**config.mk**
```make
export PLATFORM = sky130hd
export DESIGN_NAME = framed_speed_command_parser
export DESIGN_NICKNAME = d
export VERILOG_FILES = /design/src/sv/fscp_pkg.sv /design/src/sv/fscp_cfg.sv /design/src/sv/fscp_core.sv /design/src/sv/framed_speed_command_parser.sv
export SDC_FILE = /design/constraint.sdc
export NUM_CORES = 1
export LEC_CHECK = 0
export BUFFER_PORTS_ARGS = -buffer_cell sky130_fd_sc_hd__buf_4
export CAP_MARGIN = 10
export CORE_MARGIN = 8
export CORE_UTILIZATION = 60
export CTS_BUF_LIST = sky130_fd_sc_hd__clkbuf_4 sky130_fd_sc_hd__clkbuf_8
export DETAILED_ROUTE_END_ITERATION = 6
export GPL_ROUTABILITY_DRIVEN = 0
export GPL_TIMING_DRIVEN = 0
export PLACE_DENSITY_LB_ADDON = 0.3
export SKIP_CTS_REPAIR_TIMING = 1
export SLEW_MARGIN = 0
export SYNTH_ARGS = -nofsm -noshare
export SYNTH_HDL_FRONTEND = slang
export SYNTH_HIERARCHICAL = 1
export SYNTH_SLANG_ARGS = --single-unit
export TNS_END_PERCENT = 30
```
**constraint.sdc**
```tcl
create_clock -name clk_i -period 6.1 [get_ports clk_i]
set_clock_uncertainty 0.15 [all_clocks]
set_input_delay 0.915 -clock clk_i [delete_from_list [all_inputs] [get_ports clk_i]]
set_output_delay 0.915 -clock clk_i [all_outputs]
set_load 0.005 [all_outputs]
```
**src/sv/fscp_pkg.sv**
```systemverilog
// shared types, constants and keyword table for the framed speed command parser
`default_nettype none

package fscp_pkg;

  localparam int BodyLenDef = 64;

  localparam int ByteW  = 8;
  localparam int SpeedW = 16;
  localparam int AccW   = 17;
  localparam int PosW   = 4;
  localparam int NumKw  = 4;
  localparam int CfgIdxW  = 2;
  localparam int CfgDataW = 16;

  localparam logic [ByteW-1:0] StartMarkRst = 8'd60;
  localparam logic [ByteW-1:0] EndMarkRst   = 8'd62;
  localparam logic [ByteW-1:0] SepCharRst   = 8'd44;
  localparam logic signed [SpeedW-1:0] StopThrRst = 16'sd90;

  localparam logic [CfgIdxW-1:0] RegStartMark = 2'd0;
  localparam logic [CfgIdxW-1:0] RegEndMark   = 2'd1;
  localparam logic [CfgIdxW-1:0] RegSepChar   = 2'd2;
  localparam logic [CfgIdxW-1:0] RegStopThr   = 2'd3;

  typedef enum logic [2:0] {
    CMD_NONE   = 3'd0,
    CMD_LEFT   = 3'd1,
    CMD_RIGHT  = 3'd2,
    CMD_BOTH   = 3'd3,
    CMD_INVERT = 3'd4
  } cmd_e;

  typedef enum logic [1:0] {
    TOK_START = 2'd0,
    TOK_NAME  = 2'd1,
    TOK_GAP   = 2'd2,
    TOK_VALUE = 2'd3
  } tok_e;

  typedef enum logic [1:0] {
    NUM_IDLE   = 2'd0,
    NUM_SIGN   = 2'd1,
    NUM_DIGITS = 2'd2,
    NUM_DONE   = 2'd3
  } num_e;

  // keywords: value0, value1, carrinho, inverter
  localparam logic [ByteW-1:0] KwText [NumKw][8] = '{
    '{"v", "a", "l", "u", "e", "0", 8'h00, 8'h00},
    '{"v", "a", "l", "u", "e", "1", 8'h00, 8'h00},
    '{"c", "a", "r", "r", "i", "n", "h", "o"},
    '{"i", "n", "v", "e", "r", "t", "e", "r"}
  };
  localparam logic [PosW-1:0] KwLen [NumKw] = '{4'd6, 4'd6, 4'd8, 4'd8};

  typedef struct packed {
    logic [ByteW-1:0]         start_mark;
    logic [ByteW-1:0]         end_mark;
    logic [ByteW-1:0]         sep_char;
    logic signed [SpeedW-1:0] stop_thr;
  } cfg_t;

  typedef struct packed {
    logic             frame_done;
    cmd_e             command;
    logic [ByteW-1:0] left_duty;
    logic [ByteW-1:0] right_duty;
    logic             direction_forward;
    logic             motors_released;
  } res_t;

endpackage

`default_nettype wire

```
**src/sv/fscp_cfg.sv**
```systemverilog
// configuration registers: markers, separator and stop threshold
`default_nettype none

module fscp_cfg (
  input  wire logic                           clk_i,
  input  wire logic                           rst_ni,
  input  wire logic                           cfg_we_i,
  input  wire logic [fscp_pkg::CfgIdxW-1:0]  cfg_idx_i,
  input  wire logic [fscp_pkg::CfgDataW-1:0] cfg_data_i,
  output fscp_pkg::cfg_t                      cfg_o
);
  import fscp_pkg::*;

  cfg_t cfg_q;

  always_ff @(posedge clk_i or negedge rst_ni) begin
    if (!rst_ni) begin
      cfg_q.start_mark <= StartMarkRst;
      cfg_q.end_mark   <= EndMarkRst;
      cfg_q.sep_char   <= SepCharRst;
      cfg_q.stop_thr   <= StopThrRst;
    end else if (cfg_we_i) begin
      case (cfg_idx_i)
        RegStartMark: cfg_q.start_mark <= cfg_data_i[ByteW-1:0];
        RegEndMark:   cfg_q.end_mark   <= cfg_data_i[ByteW-1:0];
        RegSepChar:   cfg_q.sep_char   <= cfg_data_i[ByteW-1:0];
        RegStopThr:   cfg_q.stop_thr   <= $signed(cfg_data_i[SpeedW-1:0]);
        default: ;
      endcase
    end
  end

  assign cfg_o = cfg_q;

endmodule

`default_nettype wire

```
**src/sv/fscp_core.sv**
```systemverilog
// parser state and single-pass update for one received byte
`default_nettype none

module fscp_core #(
  parameter int BodyLen = fscp_pkg::BodyLenDef
) (
  input  wire logic                        clk_i,
  input  wire logic                        rst_ni,
  input  wire logic                        en_i,
  input  wire logic [fscp_pkg::ByteW-1:0] byte_i,
  input  wire fscp_pkg::cfg_t              cfg_i,
  output fscp_pkg::res_t                   res_o
);
  import fscp_pkg::*;

  localparam int CntW = $clog2(BodyLen);
  localparam logic [CntW-1:0] LastCnt = CntW'(BodyLen - 1);

  logic                     in_frame_q, in_frame_d;
  logic [CntW-1:0]          body_cnt_q, body_cnt_d;
  tok_e                     tok_q, tok_d;
  logic [PosW-1:0]          pos_q, pos_d;
  logic [NumKw-1:0]         kw_q, kw_d;
  logic [AccW-1:0]          acc_q, acc_d;
  logic                     neg_q, neg_d;
  num_e                     num_q, num_d;
  logic signed [SpeedW-1:0] left_q, left_d;
  logic signed [SpeedW-1:0] right_q, right_d;
  logic                     fwd_q, fwd_d;

  logic [NumKw-1:0]         kw_nm;
  logic [PosW-1:0]          pos_nm;
  logic [AccW-1:0]          acc_nm;
  logic                     neg_nm;
  num_e                     num_nm;
  logic [AccW+1:0]          acc_x10;
  logic                     is_digit, is_blank, is_sep;
  cmd_e                     cmd;
  logic signed [SpeedW-1:0] val;
  logic [AccW-1:0]          acc_neg;
  logic                     done, released;

  // keyword matching for one name character
  always_comb begin
    for (int k = 0; k < NumKw; k++) begin
      kw_nm[k] = kw_q[k] && (pos_q < KwLen[k]) && (KwText[k][pos_q[2:0]] == byte_i);
    end
    pos_nm = (pos_q == '1) ? pos_q : pos_q + 1'b1;
  end

  // atoi step for one value character
  always_comb begin
    is_digit = (byte_i >= "0") && (byte_i <= "9");
    is_blank = byte_i inside {[8'd9:8'd13], 8'h20};
    acc_x10  = ({2'b00, acc_q} << 3) + ({2'b00, acc_q} << 1)
             + (AccW+2)'(byte_i - "0");
    acc_nm   = acc_q;
    neg_nm   = neg_q;
    num_nm   = num_q;
    if (num_q != NUM_DONE) begin
      if (num_q == NUM_IDLE && is_blank) begin
        num_nm = num_q;
      end else if (num_q == NUM_IDLE && (byte_i == "-" || byte_i == "+")) begin
        neg_nm = (byte_i == "-");
        num_nm = NUM_SIGN;
      end else if (!is_digit) begin
        num_nm = NUM_DONE;
      end else begin
        acc_nm = (acc_x10 > (AccW+2)'(32768)) ? AccW'(32768) : acc_x10[AccW-1:0];
        num_nm = NUM_DIGITS;
      end
    end
  end

  // frame handling, command apply and release check
  always_comb begin
    in_frame_d = in_frame_q;
    body_cnt_d = body_cnt_q;
    tok_d      = tok_q;
    pos_d      = pos_q;
    kw_d       = kw_q;
    acc_d      = acc_q;
    neg_d      = neg_q;
    num_d      = num_q;
    left_d     = left_q;
    right_d    = right_q;
    fwd_d      = fwd_q;
    done       = 1'b0;
    released   = 1'b0;
    cmd        = CMD_NONE;
    is_sep     = (byte_i == cfg_i.sep_char);
    acc_neg    = ~acc_q + 1'b1;
    val        = '0;

    if (tok_q != TOK_START) begin
      for (int k = NumKw - 1; k >= 0; k--) begin
        if (kw_q[k] && pos_q == KwLen[k]) cmd = cmd_e'(3'(k + 1));
      end
    end
    if (tok_q == TOK_VALUE) begin
      if (neg_q) val = $signed(acc_neg[SpeedW-1:0]);
      else val = (acc_q > AccW'(32767)) ? 16'sh7fff : $signed(acc_q[SpeedW-1:0]);
    end

    if (in_frame_q) begin
      if (byte_i == cfg_i.end_mark) begin
        done = 1'b1;
        case (cmd)
          CMD_LEFT:   left_d = val;
          CMD_RIGHT:  right_d = val;
          CMD_BOTH: begin
            left_d  = val;
            right_d = val;
          end
          CMD_INVERT: fwd_d = !fwd_q;
          default: ;
        endcase
        in_frame_d = 1'b0;
        body_cnt_d = '0;
        tok_d      = TOK_START;
        pos_d      = '0;
        kw_d       = '1;
        acc_d      = '0;
        neg_d      = 1'b0;
        num_d      = NUM_IDLE;
      end else if (body_cnt_q < LastCnt) begin
        body_cnt_d = body_cnt_q + 1'b1;
        case (tok_q)
          TOK_START: begin
            if (!is_sep) begin
              tok_d = TOK_NAME;
              kw_d  = kw_nm;
              pos_d = pos_nm;
            end
          end
          TOK_NAME: begin
            if (is_sep) begin
              tok_d = TOK_GAP;
            end else begin
              kw_d  = kw_nm;
              pos_d = pos_nm;
            end
          end
          TOK_GAP: begin
            if (!is_sep) begin
              tok_d = TOK_VALUE;
              acc_d = acc_nm;
              neg_d = neg_nm;
              num_d = num_nm;
            end
          end
          default: begin
            if (is_sep) begin
              num_d = NUM_DONE;
            end else begin
              acc_d = acc_nm;
              neg_d = neg_nm;
              num_d = num_nm;
            end
          end
        endcase
      end
    end else if (byte_i == cfg_i.start_mark) begin
      in_frame_d = 1'b1;
      body_cnt_d = '0;
      tok_d      = TOK_START;
      pos_d      = '0;
      kw_d       = '1;
      acc_d      = '0;
      neg_d      = 1'b0;
      num_d      = NUM_IDLE;
    end

    if (left_d < cfg_i.stop_thr && right_d < cfg_i.stop_thr) begin
      left_d   = '0;
      right_d  = '0;
      released = 1'b1;
    end
  end

  always_ff @(posedge clk_i or negedge rst_ni) begin
    if (!rst_ni) begin
      in_frame_q <= 1'b0;
      body_cnt_q <= '0;
      tok_q      <= TOK_START;
      pos_q      <= '0;
      kw_q       <= '1;
      acc_q      <= '0;
      neg_q      <= 1'b0;
      num_q      <= NUM_IDLE;
      left_q     <= '0;
      right_q    <= '0;
      fwd_q      <= 1'b0;
    end else if (en_i) begin
      in_frame_q <= in_frame_d;
      body_cnt_q <= body_cnt_d;
      tok_q      <= tok_d;
      pos_q      <= pos_d;
      kw_q       <= kw_d;
      acc_q      <= acc_d;
      neg_q      <= neg_d;
      num_q      <= num_d;
      left_q     <= left_d;
      right_q    <= right_d;
      fwd_q      <= fwd_d;
    end
  end

  always_comb begin
    res_o.frame_done        = done;
    res_o.command           = done ? cmd : CMD_NONE;
    res_o.left_duty         = left_d[ByteW-1:0];
    res_o.right_duty        = right_d[ByteW-1:0];
    res_o.direction_forward = fwd_d;
    res_o.motors_released   = released;
  end

endmodule

`default_nettype wire

```
**src/sv/framed_speed_command_parser.sv**
```systemverilog
// top level: input register, parser core and result register
//
// Received bytes enter on the input channel (in_valid_i, in_stall_o, rx_byte_i),
// one request per byte. Every byte gives exactly one result on the output
// channel (out_valid_o, out_stall_i): frame_done_o and command_o flag the byte
// that closed a frame, the duty, direction and release outputs show the
// motor state after that byte.
// A byte is held in the input register until the parser can advance, and its
// result is then written to the result register, which drives out_valid_o.
// One byte per cycle is sustained while the receiver does not stall; the parser
// state update sits between the two registers.
// While the receiver stalls a valid result, the byte in the input register
// waits and in_stall_o rises once that register is full.
// Reset clears both valid flags, the parser state, the speeds and the
// direction, and loads the register defaults ('<', '>', ',', threshold 90).
// Registers are written through cfg_we_i, cfg_idx_i and cfg_data_i; the user
// must do so while no request is in flight, which the block does not enforce.
`default_nettype none

module framed_speed_command_parser #(
  parameter int BodyLen = fscp_pkg::BodyLenDef
) (
  input  wire logic                           clk_i,
  input  wire logic                           rst_ni,
  input  wire logic                           cfg_we_i,
  input  wire logic [fscp_pkg::CfgIdxW-1:0]  cfg_idx_i,
  input  wire logic [fscp_pkg::CfgDataW-1:0] cfg_data_i,
  input  wire logic                           in_valid_i,
  output logic                                in_stall_o,
  input  wire logic [fscp_pkg::ByteW-1:0]    rx_byte_i,
  output logic                                out_valid_o,
  input  wire logic                           out_stall_i,
  output logic                                frame_done_o,
  output logic [2:0]                          command_o,
  output logic [fscp_pkg::ByteW-1:0]         left_duty_o,
  output logic [fscp_pkg::ByteW-1:0]         right_duty_o,
  output logic                                direction_forward_o,
  output logic                                motors_released_o
);
  import fscp_pkg::*;

  cfg_t             cfg;
  res_t             res_d, res_q;
  logic             in_valid_q, out_valid_q;
  logic [ByteW-1:0] rx_q;
  logic             advance;

  assign advance    = in_valid_q && (!out_valid_q || !out_stall_i);
  assign in_stall_o = in_valid_q && !advance;

  fscp_cfg u_cfg (
    .clk_i      (clk_i),
    .rst_ni     (rst_ni),
    .cfg_we_i   (cfg_we_i),
    .cfg_idx_i  (cfg_idx_i),
    .cfg_data_i (cfg_data_i),
    .cfg_o      (cfg)
  );

  fscp_core #(
    .BodyLen (BodyLen)
  ) u_core (
    .clk_i  (clk_i),
    .rst_ni (rst_ni),
    .en_i   (advance),
    .byte_i (rx_q),
    .cfg_i  (cfg),
    .res_o  (res_d)
  );

  always_ff @(posedge clk_i or negedge rst_ni) begin
    if (!rst_ni) begin
      in_valid_q <= 1'b0;
    end else if (!in_stall_o) begin
      in_valid_q <= in_valid_i;
    end
  end

  always_ff @(posedge clk_i) begin
    if (in_valid_i && !in_stall_o) begin
      rx_q <= rx_byte_i;
    end
  end

  always_ff @(posedge clk_i or negedge rst_ni) begin
    if (!rst_ni) begin
      out_valid_q <= 1'b0;
    end else if (advance) begin
      out_valid_q <= 1'b1;
    end else if (!out_stall_i) begin
      out_valid_q <= 1'b0;
    end
  end

  always_ff @(posedge clk_i) begin
    if (advance) begin
      res_q <= res_d;
    end
  end

  assign out_valid_o         = out_valid_q;
  assign frame_done_o        = res_q.frame_done;
  assign command_o           = res_q.command;
  assign left_duty_o         = res_q.left_duty;
  assign right_duty_o        = res_q.right_duty;
  assign direction_forward_o = res_q.direction_forward;
  assign motors_released_o   = res_q.motors_released;

endmodule

`default_nettype wire

```
==> results.json, run 1 <==
{
  "first_pass_iters": 6,
  "r2r-end": "left_duty_o[3]",
  "overflow": 0,
  "num-nets-final": 1207,
  "slew_viol_final": 0,
  "synth_nets": 1132,
  "syn_inst": 1020,
  "setup-tns-final_ps": 0,
  "stdcell_count": 1328,
  "r2r_start": "u_core/pos_q[0]",
  "start_kind": "flop",
  "routed_wl_um": 25600,
  "multi_input_area_um2": 5790,
  "vdd_drop_max_mv": 0.197,
  "cts_max_level": 4,
  "reg2reg_depth": 20,
  "core-area_um2": 16500,
  "synth_top_area_cell": "dfrtp_1",
  "yosysWarnings": 6,
  "ys_seq_area_frac": 0.369,
  "path_class": "reg -> reg",
  "synth_top_area_frac": 0.228,
  "p_leak_nw": 4.92,
  "postSynth.asyncResetShare": 0.789,
  "grt_setup_unrepaired": "false",
  "max-slew-margin-rel": 0.358,
  "pin_count": 55,
  "syn_area_per_cell_um2": 9.91,
  "maxCapViolCount": 0,
  "port_buffers": 54,
  "synth_common_cells": "97 x nand2_1, 92 x dfrtp_1, 65 x ha_1",
  "nFillCells": 1246,
  "grt_pass1_wl_um": 42000,
  "finalCritPeriodShare": 0.944,
  "syn_area_um2": 10100,
  "setup_violations": 0,
  "hpwl_um": 19000,
  "drive_above_1_share": 0.221,
  "insertion_delay_ps": 460,
  "wire_per_inst_um": 19.3,
  "yosysMostFrequentCell": "nand2_1",
  "initial_utilization": 0.612,
  "clkTransAtPathRegs_ps": 90,
  "grt_max_degree": 80,
  "placed_cells": 1296,
  "cts_root_buf": "clkbuf_8",
  "vias_per_cell": 6.21,
  "via_count": 8252,
  "cp.arrival_ps": 5830,
  "die_area_um2": 21300,
  "hp-class": "in -> async",
  "fin_crit_ps": 5760,
  "synth_cell_type_count": 86,
  "fmax_mhz": 174,
  "synthFlopType": "dfrtp_1",
  "drc": 0,
  "hold_violations": 0,
  "area_delta_synth_final_pct": 11.6,
  "cts_buffers": 17,
  "powerDensity_nw_per_um2": 253,
  "cts_tree": "yes",
  "diodes": 0,
  "die_y_um": 146,
  "ant_nets": 0,
  "crit_path_max_fanout": 10,
  "ys_seq_elements": 142,
  "seqCellArea_um2": 3730,
  "grt_pass1_vias": 8230,
  "drtIter0Drc": 803,
  "worst_slew_pin_slew_ps": 961,
  "rows": 47,
  "synthTopCellsByArea": "dfrtp_1 23%, edfxtp_1 8.9%, ha_1 8.0%, dfstp_2 5.2%, mux2_2 5.1%",
  "cp-end-kind": "flop",
  "fp.dieW_um": 146,
  "status": "finished clean",
  "synth_edf_count": 30,
  "cp.required_ps": 6180,
  "r2r_slack_ps": 340,
  "antenna_found_initial": 0,
  "cts_sinks": 142,
  "grt.total_usage": 0.243,
  "cts.path.max_buffers": 2
}
## metal layers
metal / global-route usage / wire length, um / vias up
met3: 0.0445 / 1710 / 47
met2: 0.404 / 12400 / 358
met5: 0 / 0 / -
li1: - / - / 3845
met4: 0.0953 / 575 / 0
met1: 0.308 / 10900 / 4002
## registers in the layout (all words and copies together) (netlist names), 2 cells and up
register           cells
command_o              3
left_duty_o            8
right_duty_o           8
rx_q                   8
u_cfg/cfg_o           40
u_core/acc_q          17
u_core/body_cnt_q      6
u_core/kw_q            4
u_core/left_q         16
u_core/num_q           2
u_core/pos_q           4
u_core/right_q        16
u_core/tok_q           2
## cell type report
type / count / area share
inverters: 52 / 0.0173
flip-flops and latches: 142 / 0.331
clock inverters: 13 / 0.0156
clock buffers: 19 / 0.0226
well taps: 220 / 0.0244
plain buffers: 70 / 0.0365
repair buffers: 56 / 0.0394
multi-input cells: 756 / 0.514
## critical path: stages, from the launching register on
cell and delay, ps:
dfrtp_1 430, buf_4 190, inv_1 150, ha_1 320, and4b_1 340, a21oi_2 80
or4_1 520, buf_2 210, clkbuf_1 290, nand2_1 150, o31a_1 240, inv_1 70
ha_1 280, and4_1 230, a221o_1 330, a2111oi_1 490, o21a_1 280, nand3_2 230
buf_2 250, and2_1 170, buf_4 120
## cell usage in the layout, fill, tap and decap left out, types with 21 or more instances in the layout
master / synthesis / final
clkbuf_1: 24 / 24
nor2_1: 36 / 36
a21oi_1: 55 / 55
ha_1: 65 / 65
mux2_2: 46 / 46
inv_1: 51 / 51
nand3_1: 29 / 29
nor2b_1: 29 / 29
o21ai_0: 44 / 44
xnor2_1: 32 / 32
nand2_1: 97 / 97
dfrtp_1: 92 / 92
a31o_1: 21 / 21
edfxtp_1: 30 / 30
buf_4: 21 / 75
## report_power, final
group          total [mW]  switching, mW  internal [mW]
logic               0.824          0.486          0.337
clock network       0.834          0.402          0.431
registers            1.20         0.0947           1.10
total                2.85          0.983           1.87
## worst max-delay path by stage
stage               cells past startpoint             from  slack (ps)               to
floorplan                              20  u_core/pos_q[0]        1340   left_duty_o[1]
global placement                        8      out_stall_i          10  u_core/acc_q[3]
detailed placement                     20  u_core/pos_q[0]         440   left_duty_o[3]
CTS                                    20  u_core/pos_q[0]         420   left_duty_o[3]
global route                           20  u_core/pos_q[0]          90   left_duty_o[6]
finish                                 20  u_core/pos_q[0]         340   left_duty_o[3]
## cell families (layout without fill, tap and decap cells)
logic type,Yosys count,in the layout,share of synthesized area
xor gates and xnor gates,55,55,0.0532
adders and majority gates,81,81,0.112
DFF,142,142,0.369
AOI/OAI and AO/OA,261,261,0.179
buffers and inverters,122,210,0.0600
and+or+nand+nor,305,305,0.167
muxes,54,54,0.0592
## per-stage QoR
stage	cell area [um2]	util	worst slack [ps]	total power [mW]	hold slack [ps]
after detailed placement	10800	0.656	442	2.01	314
after global placement	10800	0.653	9.79	1.98	309
final	11300	0.683	342	2.85	197
after floorplan	10100	-	1340	1.78	296
after global routing	11300	0.683	89.1	3.00	210
after CTS	11300	0.682	416	2.85	188
(Power assumes the default switching activity.)
==> run 2: changes to the inputs <==
Settings changed: BUFFER_PORTS_ARGS -buffer_cell sky130_fd_sc_hd__buf_4 to -buffer_cell sky130_fd_sc_hd__buf_2, SLEW_MARGIN 0 to 40.
==> run 2 against run 1 <==
Non-clock buffer count increased by 2. Utilization decreased by 0.67 points. Worst hold slack got worse by 0.71 ps. Sequential share of layout area increased by 0.33 points. Critical endpoint is now right_duty_o[1]. Die area unchanged. Flip-flop and latch count unchanged. Clock power decreased by 5.5%. Worst setup slack got worse by 77 ps. Count of clock-buffer cells in the layout decreased by 1. Sequential power about the same. Total power decreased by 2.1%.
==> results.json, run 2 (synthesized netlist as in run 1, its figures left out) <==
{
  "pwr-share-clk": 0.282,
  "seqCellArea_um2": 3730,
  "cp-end-kind": "flop",
  "drive_above_1_share": 0.223,
  "cts_max_level": 4,
  "fin_crit_ps": 5830,
  "die_area_um2": 21300,
  "layout_commonest_cell": "nand2_1",
  "path_class": "reg -> reg",
  "p_leak_nw": 4.88,
  "clkTransAtPathRegs_ps": 90,
  "power_frac_seq": 0.427,
  "num-nets-final": 1209,
  "place_ws_ps": 423,
  "maxCapViolCount": 0,
  "grt.total_usage": 0.240,
  "layout_common_cells": "97 x nand2_1, 92 x dfrtp_1, 67 x buf_2",
  "drc": 0,
  "worst_slew_pin_slew_ps": 767,
  "drtIter0Drc": 682,
  "overflow": 0,
  "finalCritPeriodShare": 0.956,
  "port_buffers": 54,
  "cts.path.max_buffers": 2,
  "worst_slack_ps": 266,
  "largest_reg_flops": 40,
  "cts_root_buf": "clkbuf_8",
  "initial_utilization": 0.612,
  "p_sw_mw": 1.01,
  "diodes": 0,
  "pin_count": 55,
  "setup_violations": 0,
  "slew_viol_final": 0,
  "cts_buffers": 17,
  "fp.dieW_um": 146,
  "grt_pass1_wl_um": 41700,
  "swShare": 0.360,
  "start_kind": "flop",
  "hp-class": "in -> async",
  "combPwrFrac": 0.291,
  "nFillCells": 1283,
  "crit_path_max_fanout": 10,
  "stdcell_count": 1330,
  "setup-tns-final_ps": 0,
  "internal-power_mw": 1.79,
  "rows": 47,
  "vias_per_cell": 6.15,
  "placed_cells": 1298,
  "grt_pass1_vias": 8184,
  "first_pass_iters": 5,
  "die_y_um": 146,
  "cts_sinks": 142,
  "core-area_um2": 16500,
  "area_delta_synth_final_pct": 10.5,
  "postLayoutCoreUtil": 0.676,
  "hpwl_um": 18900,
  "max-slew-margin-rel": 0.487,
  "wire_per_inst_um": 18.7,
  "via_count": 8186,
  "multi_input_area_um2": 5790,
  "routed_wl_um": 24900,
  "cp.required_ps": 6180,
  "fmax_mhz": 171,
  "hold_violations": 0,
  "cts_tree": "yes",
  "insertion_delay_ps": 470,
  "cp.arrival_ps": 5920,
  "grt_setup_unrepaired": "false",
  "powerDensity_nw_per_um2": 250,
  "power_mw": 2.79,
  "antenna_found_initial": 0,
  "ant_nets": 0,
  "grt_max_degree": 66,
  "status": "finished clean",
  "vdd_drop_max_mv": 0.199
}
==> run 2: cell types whose count changed in the layout (fill, tap and decap cells not counted), sizes merged <==
cell	change
buf	+2
bufinv	-2
clkbuf	-1
clkinv	+1
inv	+2
==> run 2: worst paths after layout <==
kind / slack [ps] / startpoint / end / cells past startpoint
worst min-delay path: 200 / rst_ni / u_core/acc_q[16] / 1
worst max register to register: 270 / u_core/pos_q[0] / right_duty_o[1] / 20
max in group asynchronous: 4910 / rst_ni / u_cfg/cfg_o[1] / 2
worst max-delay path: 270 / u_core/pos_q[0] / right_duty_o[1] / 20
worst min register to register: 330 / u_core/right_q[4] / u_core/right_q[4] / 2
min in group clk_i: 330 / u_core/right_q[4] / u_core/right_q[4] / 2
==> run 2: through the flow <==
| step | cell area [um2] | hold slack, ps |
|---|---|---|
| floorplan | 10100 | 296 |
| global placement | 10700 | 309 |
| detailed placement | 10800 | 314 |
| CTS | 11200 | 193 |
| global route | 11200 | 203 |
| finish | 11200 | 196 |
==> run 2: cell type report <==
class                           count  area share
Tap cell                          220      0.0246
Inverter                           52      0.0175
Timing Repair Buffer               58      0.0314
Multi-Input combinational cell    756       0.519
Buffer                             70      0.0369
Sequential cell                   142       0.334
Clock inverter                     14      0.0149
Clock buffer                       18      0.0222
==> run 2: power groups by stage <==
| stage | combinational [mW] | clock [mW] | sequential, mW |
|---|---|---|---|
| after floorplan | 0.588 | 0 | 1.19 |
| after global placement | 0.766 | 0 | 1.20 |
| after detailed placement | 0.798 | 0 | 1.21 |
| after CTS | 0.803 | 0.799 | 1.19 |
| after global routing | 0.897 | 0.838 | 1.21 |
| final | 0.812 | 0.788 | 1.19 |
==> run 2: routing by layer <==
metal  up-vias  global-route usage  wire length [um]
li1       3857                   -                 -
met1      3994               0.313             10800
met2       295               0.391             11900
met3        40              0.0457              1600
met4         0              0.0880               576
met5         -                   0                 0
==> run 2: critical path, stage by stage (launching register included) <==
cell       delay, ps
dfrtp_1          440
buf_4            200
inv_1            150
ha_1             310
and4b_1          330
a21oi_2           80
or4_1            520
buf_2            210
clkbuf_1         280
nand2_1          140
o31a_1           250
inv_1             70
ha_1             290
and4_1           240
a221o_1          330
a2111oi_0        540
o21a_1           300
nand3_2          210
buf_2            240
and2_1           180
buf_4            120
==> run 3: changes to the inputs <==
Settings changed: CORE_ASPECT_RATIO set to 1.5.
==> run 3 against run 2 <==
Worst setup slack worse by 8.3 ps. Sequential share of layout area about the same. Routed wire length is 3.8% higher. First-iteration DRC count down 10%. Flip-flop and latch count stayed put. Non-clock buffer count unchanged. Via count down 0.35%. Global-route usage grew 0.67 points. Maximum frequency decreased by 0.14%. Combinational power is essentially flat. Critical path depth unchanged. Clock power grew 4.7%. Largest power group unchanged.
==> results.json, run 3 (synthesized netlist as in run 1, its figures left out) <==
{
  "status": "finished clean",
  "cp.required_ps": 6180,
  "finalCritPeriodShare": 0.958,
  "cp.arrival_ps": 5930,
  "cts_root_buf": "clkbuf_8",
  "power_frac_seq": 0.421,
  "grt_pass1_vias": 8266,
  "layout_common_cells": "97 x nand2_1, 92 x dfrtp_1, 67 x buf_2",
  "clkTransAtPathRegs_ps": 90,
  "vdd_drop_max_mv": 0.185,
  "worst_slew_pin_slew_ps": 775,
  "cp-end-kind": "flop",
  "initial_utilization": 0.608,
  "fin_hold_ws_ps": 183,
  "start_kind": "flop",
  "pin_count": 55,
  "slew_viol_final": 0,
  "cp_num_buf_inv": 7,
  "worst_slack_ps": 257,
  "setup_violations": 0,
  "crit_family": "simple AND/OR/NAND/NOR gates",
  "antenna_found_initial": 0,
  "ant_nets": 0,
  "fin_crit_ps": 5840,
  "cts.path.max_buffers": 2,
  "rows": 58,
  "routed_wl_um": 25900,
  "maxCapViolCount": 0,
  "stdcell_count": 1320,
  "hpwl_um": 19600,
  "largest_reg_flops": 40,
  "hp-class": "in -> async",
  "insertion_delay_ps": 460,
  "max-slew-margin-rel": 0.481,
  "grt_pass1_wl_um": 41400,
  "port_buffers": 54,
  "p_sw_uw": 974,
  "p_leak_nw": 4.89,
  "wire_per_inst_um": 19.6,
  "slowest_stage": "a2111oi_1",
  "first_pass_iters": 6,
  "cts_sinks": 142,
  "path_class": "reg -> reg",
  "num-nets-final": 1209,
  "path_cells": "buf_4 > inv_1 > ha_1 > and4b_1 > a21oi_2 > or4_1 > buf_2 > clkbuf_1 > nand2_1 > o31a_1 > inv_1 > ha_1 > and4_1 > a221o_1 > a2111oi_1 > o21a_1 > nand3_2 > buf_2 > and2_1 > buf_4",
  "pwr-share-clk": 0.291,
  "placed_cells": 1288,
  "cts_buffers": 17,
  "cts_max_level": 4,
  "drive_above_1_share": 0.223,
  "multi_input_area_um2": 5790,
  "grt_max_degree": 66,
  "grt_setup_unrepaired": "false",
  "design_area_um2": 11200,
  "crit_path_max_fanout": 10,
  "core-area_um2": 16600,
  "grt.total_usage": 0.247,
  "combPwrFrac": 0.287,
  "slowest_delay_ps": 560,
  "seqCellArea_um2": 3730,
  "place_ws_ps": 318,
  "layout_commonest_cell": "nand2_1",
  "power_mw": 2.83,
  "die_y_um": 175,
  "drtIter0Drc": 612,
  "via_count": 8157,
  "fp.dieW_um": 122,
  "overflow": 0,
  "fmax_mhz": 171,
  "diodes": 0,
  "vias_per_cell": 6.18,
  "area_delta_synth_final_pct": 10.4,
  "powerDensity_nw_per_um2": 254,
  "placed_cell_area_um2": 10700,
  "cts_tree": "yes",
  "nFillCells": 1286,
  "setup-tns-final_ps": 0,
  "hold_violations": 0,
  "swShare": 0.344,
  "internal-power_mw": 1.86,
  "drc": 0,
  "postLayoutCoreUtil": 0.672,
  "die_area_um2": 21300
}
run 3: layout make-up:
class,instances,share of cell area
plain buffers,70,0.0369
flip-flops and latches,142,0.334
inverters,52,0.0175
multi-input cells,756,0.519
clock buffers,19,0.0229
repair buffers,58,0.0303
clock inverters,13,0.0157
well taps,210,0.0235
run 3: per-layer routing:
layer | up-vias | GRT usage | wire length, um
li1 | 3844 | - | -
met4 | 0 | 0.164 | 1510
met5 | - | 0 | 0
met1 | 3952 | 0.263 | 9670
met2 | 268 | 0.433 | 13600
met3 | 93 | 0.0433 | 1130
run 3: path summary, 6_finish.rpt:
kind                                        start                end  slack [ps]  cells past startpoint
worst max register to register    u_core/pos_q[0]    right_duty_o[5]         260                     20
worst min register to register  u_core/right_q[4]  u_core/right_q[4]         330                      2
worst min-delay path                       rst_ni    u_cfg/cfg_o[13]         180                      1
min in group clk_i              u_core/right_q[4]  u_core/right_q[4]         330                      2
max in group asynchronous                  rst_ni     u_cfg/cfg_o[3]        4910                      2
worst max-delay path              u_core/pos_q[0]    right_duty_o[5]         260                     20
run 3: power by group through the flow:
stage,Clock (mW),Combinational (mW),Sequential (mW)
after global placement,0,0.769,1.20
after detailed placement,0,0.797,1.21
final,0.825,0.814,1.19
after global routing,0.878,0.892,1.21
after CTS,0.837,0.805,1.19
after floorplan,0,0.588,1.19
